### src/rtl/dtts_pkg.sv
// ----------------------------------------------------------------------------
// dtts_pkg
// Shared types and constants of the duration text to seconds parser.
// ----------------------------------------------------------------------------
package dtts_pkg;

  localparam logic [7:0] CHAR_ZERO  = 8'h30;
  localparam logic [7:0] CHAR_NINE  = 8'h39;
  localparam logic [7:0] CHAR_SPACE = 8'h20;
  localparam logic [7:0] CHAR_H     = 8'h68;
  localparam logic [7:0] CHAR_M     = 8'h6d;
  localparam logic [7:0] CHAR_S     = 8'h73;

  localparam logic [11:0] MULT_HOUR   = 12'd3600;
  localparam logic [11:0] MULT_MINUTE = 12'd60;
  localparam logic [11:0] MULT_SECOND = 12'd1;

  localparam logic [2:0] ERR_NONE      = 3'd0;
  localparam logic [2:0] ST_OK         = 3'd0;
  localparam logic [2:0] ST_BAD_FORMAT = 3'd1;
  localparam logic [2:0] ST_UNITLESS   = 3'd2;
  localparam logic [2:0] ST_TOO_LARGE  = 3'd3;
  localparam logic [2:0] ST_EMPTY      = 3'd4;

  typedef struct packed {
    logic       run_present;
    logic       run_overflowed;
    logic       orphan_digits;
    logic       first_seen;
    logic       first_is_zero_digit;
    logic [2:0] latched_error;
  } dtts_flags_t;

  localparam dtts_flags_t FLAGS_CLEAR = '{
    run_present:         1'b0,
    run_overflowed:      1'b0,
    orphan_digits:       1'b0,
    first_seen:          1'b0,
    first_is_zero_digit: 1'b0,
    latched_error:       ERR_NONE
  };

endpackage

### src/rtl/duration_text_to_seconds_top.sv
// ----------------------------------------------------------------------------
// duration_text_to_seconds_top
// Streaming parser of a duration text such as "1h 30m 5s" into seconds.
//
//   channel  valid         stall         payload
//   text     text_valid    text_stall    character, has_character, end_of_text
//   result   result_valid  result_stall  seconds, status
//
// A character is registered on transfer and parsed from that register; the
// result of a text is loaded into the output register when its last character
// is parsed. Throughput is one character per cycle unless a stalled result
// holds back a character. Reset clears the parser state and both valids.
// A stalled result holds back only a character that ends a text.
// ----------------------------------------------------------------------------
module duration_text_to_seconds_top #(
  parameter int SECONDS_WIDTH = 32
) (
  input  logic        clk,
  input  logic        rst,
  input  logic        text_valid,
  output logic        text_stall,
  input  logic [7:0]  character,
  input  logic        has_character,
  input  logic        end_of_text,
  output logic        result_valid,
  input  logic        result_stall,
  output logic [31:0] seconds,
  output logic [2:0]  status
);

  logic                     hold_valid;
  logic [7:0]               hold_character;
  logic                     hold_has;
  logic                     hold_end;
  logic                     advance;
  logic                     out_free;
  logic [SECONDS_WIDTH-1:0] total;
  logic [SECONDS_WIDTH-1:0] total_next;
  logic [SECONDS_WIDTH-1:0] run_value;
  logic [SECONDS_WIDTH-1:0] run_value_next;
  dtts_pkg::dtts_flags_t    flags;
  dtts_pkg::dtts_flags_t    flags_next;
  logic [31:0]              step_seconds;
  logic [2:0]               step_status;

  assign advance    = hold_valid && (!hold_end || out_free);
  assign text_stall = hold_valid && !advance;

  always_ff @(posedge clk) begin
    if (rst) begin
      hold_valid <= 1'b0;
    end else if (!text_stall) begin
      hold_valid <= text_valid;
    end
  end

  always_ff @(posedge clk) begin
    if (text_valid && !text_stall) begin
      hold_character <= character;
      hold_has       <= has_character;
      hold_end       <= end_of_text;
    end
  end

  dtts_parse_step #(
    .SECONDS_WIDTH(SECONDS_WIDTH)
  ) u_step (
    .character      (hold_character),
    .has_character  (hold_has),
    .end_of_text    (hold_end),
    .total          (total),
    .run_value      (run_value),
    .flags          (flags),
    .total_next     (total_next),
    .run_value_next (run_value_next),
    .flags_next     (flags_next),
    .seconds        (step_seconds),
    .status         (step_status)
  );

  always_ff @(posedge clk) begin
    if (rst) begin
      total     <= '0;
      run_value <= '0;
      flags     <= dtts_pkg::FLAGS_CLEAR;
    end else if (advance) begin
      total     <= total_next;
      run_value <= run_value_next;
      flags     <= flags_next;
    end
  end

  dtts_result_reg u_result (
    .clk          (clk),
    .rst          (rst),
    .load         (advance && hold_end),
    .seconds_in   (step_seconds),
    .status_in    (step_status),
    .result_stall (result_stall),
    .result_valid (result_valid),
    .free         (out_free),
    .seconds      (seconds),
    .status       (status)
  );

endmodule

### src/rtl/dtts_parse_step.sv
// ----------------------------------------------------------------------------
// dtts_parse_step
// Combinational update of the parser state for one character, and the
// result fields for an item that ends the text.
// ----------------------------------------------------------------------------
module dtts_parse_step #(
  parameter int SECONDS_WIDTH = 32
) (
  input  logic [7:0]               character,
  input  logic                     has_character,
  input  logic                     end_of_text,
  input  logic [SECONDS_WIDTH-1:0] total,
  input  logic [SECONDS_WIDTH-1:0] run_value,
  input  dtts_pkg::dtts_flags_t    flags,
  output logic [SECONDS_WIDTH-1:0] total_next,
  output logic [SECONDS_WIDTH-1:0] run_value_next,
  output dtts_pkg::dtts_flags_t    flags_next,
  output logic [31:0]              seconds,
  output logic [2:0]               status
);

  localparam int TW = SECONDS_WIDTH + 4;
  localparam int SW = SECONDS_WIDTH + 12;

  logic                     is_digit;
  logic [3:0]               digit;
  logic [11:0]              mult;
  logic                     is_unit;
  logic [TW-1:0]            run_times_ten;
  logic [SW-1:0]            scaled;
  logic [SECONDS_WIDTH:0]   sum;
  logic [63:0]              total_wide;
  dtts_pkg::dtts_flags_t    f;
  logic [SECONDS_WIDTH-1:0] tot;
  logic [SECONDS_WIDTH-1:0] rv;

  assign is_digit = (character >= dtts_pkg::CHAR_ZERO) && (character <= dtts_pkg::CHAR_NINE);
  assign digit    = 4'(character - dtts_pkg::CHAR_ZERO);

  always_comb begin
    is_unit = 1'b1;
    unique case (character)
      dtts_pkg::CHAR_H: mult = dtts_pkg::MULT_HOUR;
      dtts_pkg::CHAR_M: mult = dtts_pkg::MULT_MINUTE;
      dtts_pkg::CHAR_S: mult = dtts_pkg::MULT_SECOND;
      default: begin
        mult    = dtts_pkg::MULT_SECOND;
        is_unit = 1'b0;
      end
    endcase
  end

  assign run_times_ten = (TW'(run_value) << 3) + (TW'(run_value) << 1) + TW'(digit);
  assign scaled        = SW'(run_value) * SW'(mult);
  assign sum           = (SECONDS_WIDTH+1)'(total)
                       + (SECONDS_WIDTH+1)'(scaled[SECONDS_WIDTH-1:0]);

  always_comb begin
    f   = flags;
    tot = total;
    rv  = run_value;
    if (has_character) begin
      if (!flags.first_seen) begin
        f.first_seen          = 1'b1;
        f.first_is_zero_digit = (character == dtts_pkg::CHAR_ZERO);
      end
      if (flags.latched_error == dtts_pkg::ERR_NONE) begin
        if (is_digit) begin
          if (!flags.run_overflowed) begin
            if (run_times_ten[TW-1:SECONDS_WIDTH] != '0) begin
              f.run_overflowed = 1'b1;
            end else begin
              rv = run_times_ten[SECONDS_WIDTH-1:0];
            end
          end
          f.run_present = 1'b1;
        end else if (character == dtts_pkg::CHAR_SPACE) begin
          if (flags.run_present) begin
            f.orphan_digits = 1'b1;
          end
          f.run_present    = 1'b0;
          f.run_overflowed = 1'b0;
          rv               = '0;
        end else if (is_unit) begin
          if (flags.run_present && (flags.run_overflowed ||
              scaled[SW-1:SECONDS_WIDTH] != '0 || sum[SECONDS_WIDTH])) begin
            f.latched_error = dtts_pkg::ST_TOO_LARGE;
          end else begin
            if (flags.run_present) begin
              tot = sum[SECONDS_WIDTH-1:0];
            end
            f.run_present    = 1'b0;
            f.run_overflowed = 1'b0;
            rv               = '0;
          end
        end else begin
          f.latched_error = dtts_pkg::ST_BAD_FORMAT;
        end
      end
    end
  end

  assign total_wide = 64'(tot);

  always_comb begin
    seconds = '0;
    if (f.latched_error != dtts_pkg::ERR_NONE) begin
      status = f.latched_error;
    end else if (f.orphan_digits || f.run_present) begin
      status = dtts_pkg::ST_UNITLESS;
    end else if (tot == '0 && !f.first_is_zero_digit) begin
      status = dtts_pkg::ST_EMPTY;
    end else begin
      status  = dtts_pkg::ST_OK;
      seconds = total_wide[31:0];
    end
  end

  always_comb begin
    if (end_of_text) begin
      flags_next     = dtts_pkg::FLAGS_CLEAR;
      total_next     = '0;
      run_value_next = '0;
    end else begin
      flags_next     = f;
      total_next     = tot;
      run_value_next = rv;
    end
  end

endmodule

### src/rtl/dtts_result_reg.sv
// ----------------------------------------------------------------------------
// dtts_result_reg
// Output register of the result channel; holds a result until its transfer.
// ----------------------------------------------------------------------------
module dtts_result_reg (
  input  logic        clk,
  input  logic        rst,
  input  logic        load,
  input  logic [31:0] seconds_in,
  input  logic [2:0]  status_in,
  input  logic        result_stall,
  output logic        result_valid,
  output logic        free,
  output logic [31:0] seconds,
  output logic [2:0]  status
);

  assign free = !result_valid || !result_stall;

  always_ff @(posedge clk) begin
    if (rst) begin
      result_valid <= 1'b0;
    end else if (load) begin
      result_valid <= 1'b1;
    end else if (!result_stall) begin
      result_valid <= 1'b0;
    end
  end

  always_ff @(posedge clk) begin
    if (load) begin
      seconds <= seconds_in;
      status  <= status_in;
    end
  end

endmodule

### config.mk
export PLATFORM = sky130hd
export DESIGN_NAME = duration_text_to_seconds_top
export DESIGN_NICKNAME = d
export VERILOG_FILES = /design/src/rtl/dtts_pkg.sv /design/src/rtl/duration_text_to_seconds_top.sv /design/src/rtl/dtts_parse_step.sv /design/src/rtl/dtts_result_reg.sv
export SDC_FILE = /design/constraint.sdc
export NUM_CORES = 1
export LEC_CHECK = 0
export ABC_AREA = 1
export BUFFER_PORTS_ARGS = -buffer_cell sky130_fd_sc_hd__buf_2
export CELL_PAD_IN_SITES_DETAIL_PLACEMENT = 1
export CELL_PAD_IN_SITES_GLOBAL_PLACEMENT = 2
export CORE_MARGIN = 3
export CORE_UTILIZATION = 34
export CTS_CLUSTER_DIAMETER = 30
export DETAILED_ROUTE_END_ITERATION = 16
export PLACE_DENSITY = 0.8
export REMOVE_ABC_BUFFERS = 1
export SETUP_SLACK_MARGIN = 0.1
export SLEW_MARGIN = 0
export SYNTH_ARGS = -nofsm -noshare
export SYNTH_HDL_FRONTEND = slang
export SYNTH_SLANG_ARGS = --single-unit
### constraint.sdc
create_clock -name clk -period 7.2 [get_ports clk]
set_clock_uncertainty 0.1 [all_clocks]
set_input_delay 1.08 -clock clk [delete_from_list [all_inputs] [get_ports clk]]
set_output_delay 1.08 -clock clk [all_outputs]
set_load 0.005 [all_outputs]
==> impl_results.md <==
* Run status: finished with violations
* Failing checks: negative setup slack
* Hold_buf cts at 0
* Routed vias at 19800
* First-pass GRT wire length at 111000 um
* CTS Buf Count at 17
* Pwr/cell area at 78.6 mW/mm^2
* Number of global-route vias before repair at 21500
* Crit share post-route at 119%
* Seq cells post-synth at 119
* Sequential share of the synthesized area at 15.2%
* Yosys top cell area share at 18.2%
* Initial antenna violation count at 1
* Clock root buffer: clkbuf_16
* Max transition margin at 6.85%
* Largest net degree at the start of global routing at 39
* H-tree levels at 4
* Clock Tree Buf Depth at 2
* RSZ-0062 raised after global routing: yes
* Final WL at 73900 um
* Post-synth ARST share at 0%
* Top post-synthesis cells by area: ha_1 (18%), fa_1 (18%), nand2_1 (11%), inv_1 (11%), dfxtp_1 (7.9%)
* ANT nets after route at 0
* Max stage delay cell, worst path: fa_1
* Worst path top cell family by delay: simple AND/OR/NAND/NOR gates
* R2R cell count at 52
* Worst-Skew Late Latency at 470 ps
* Total GRT Usage at 24.3%
* DP Worst Slack at -1540 ps
* IO Pins at 51
* Aggregate global routing overflow at 0
* Min-Delay Path Depth at 2
* Fin. Hold Viols at 0
* Final worst slack at -1400 ps
* Synth cell count leaders: nand2_1 (567), inv_1 (523), nor2_1 (305)
* CP peak stage delay at 540 ps
* Vias per cell at 4.96
* CTS tree: done
* Mapped Cells at 2636
* Mean Syn Cell Area at 7.08 um^2
* Ant. Diodes at 0
* Number of enable flip-flop cells after synthesis at 45
* Row cnt at 85
* Worst slew pin tran at 1400 ps
* Final std cells w/o fill at 3990
* WHS at 373 ps
* Synth area leader: ha_1
* Hold Crit Class: flip-flop to flip-flop
* Top_reg_cell synth: dfxtp_1
* Pins Over Slew Limit at 0
* Most frequent cell after synthesis: nand2_1
* Final Critical Period at 8600 ps
* CP Launch Type: flip-flop
* Final setup violation count at 103
* Required @ worst endpoint at 7320 ps
* P_leak at 14.7 nW
* Levels on crit path at 52
* Die Y at 240 um
* Number of buffers and inverters on the critical path at 14
* Die ar. at 0.0578 mm^2
* Max cap viols at 0
* 1st-pass router iterations at 5
* Initial DRC Count at 787
* Initial core utilization at 34.6%
* Share of layout cells above drive strength 1 at 36.2%
* Worst IR Drop VDD at 189 uV
* DPL Wire Length at 56100 um
* Critical-path maximum fanout at 8
* Synthesized cell area at 0.0187 mm^2
* Area grow syn2layout at 48.9%
* Die span in x at 240 um
* WP data arrival at 8720 ps
* Synthesis warning total at 0
* Clock sinks at 119
* WL/cell at 18.5 um
* Reg clk slew, reported paths at 70 ps
* Synth unique cells at 47
* Fmax at 116 MHz
* Placer congestion estimate at 0.898
* Crit-path most repeated cell: nand2_2
* Core area at 0.0540 mm^2
* Class of the most critical setup path: flip-flop to flip-flop
* Port Buffers at 50
* Placed cell count at 3852
* CP Capture Type: flip-flop
* Fin nets at 3731
* DR DRC count at 0
[layout make-up]
class / instances / area (um^2)
clock buffer: 18 / 439
sequential: 119 / 2830
clock inverter: 14 / 150
multi-input combinational: 1933 / 16100
fill: 6586 / 26200
tap: 696 / 871
inverter: 545 / 2070
timing repair buffer: 665 / 5400
[worst min-delay path: cells and delay by family (launching register included)]
kind | cells | cell delay, ps
flip-flops | 1 | 310
AND/OR/NAND/NOR | 1 | 60
AO/OA/AOI/OAI | 1 | 60
[metal layers]
metal | track usage, % | vias to the layer above | share of wire (%)
met2 | 44.7 | 287 | 51
met3 | 3.04 | 123 | 2.6
met4 | 6.98 | 2 | 2.8
met5 | 0 | - | 0.018
met1 | 29.7 | 9780 | 43
li1 | - | 9616 | -
[power by group]
group / internal (mW) / total, mW / leakage (nW) / switching, mW
Combinational: 0.253 / 0.578 / 13.3 / 0.325
Clock: 0.518 / 0.877 / 0.284 / 0.359
Sequential: 0.716 / 0.732 / 1.04 / 0.0159
Total: 1.49 / 2.19 / 14.7 / 0.699
[cells by family after synthesis]
kind of cell               after synthesis  synth area share [%]
AOI/OAI and AO/OA                      373                  10.8
xor gates and xnor gates                71                  3.33
adders and majority gates              436                  35.8
buffers and inverters                  587                  12.0
DFF                                    119                  15.2
other                                    1                0.0201
and+or+nand+nor                       1049                  22.9
[sequential cells by signal, summed over array words and instances, names as in the netlist, 3 cells and up]
name	flops
run_value	32
total	32
flags	8
hold_character	8
u_result.status	3
u_result.seconds	32
[cells in the final DEF (no fill, tap or decap), drive strengths merged, types with 29 or more instances in the layout]
cell / instances
a21oi: 201
buf: 657
dfxtp: 74
edfxtp: 45
fa: 164
ha: 272
inv: 546
nand2: 568
nand3: 89
nand4: 29
nor2: 309
o21ai: 107
xor2: 45
[metrics by stage]
stage	utilization, %	setup TNS, ps	area [um^2]	total power [mW]
after floorplan	-	-167670	18500	0.972
after global placement	43.5	-76800	23500	1.18
after detailed placement	43.5	-104420	23500	1.19
after CTS	47.9	-64560	25900	2.15
after global routing	51.5	-129500	27800	2.29
final	51.5	-91810	27800	2.19
[repair_timing]
item	CTS	global route
setup buffers	48	51
resized for setup	318	393
gates cloned	5	8
pin swaps	59	114
endpoints found under the setup margin	103	103
[worst paths after layout]
check,start,end,slack [ps]
worst max-delay path,hold_character[1],u_result.seconds[26],-1400
worst min register to register,flags[3],flags[3],370
worst min-delay path,flags[3],flags[3],370
worst max register to register,hold_character[1],u_result.seconds[26],-1400
(Power assumes the default switching activity.)
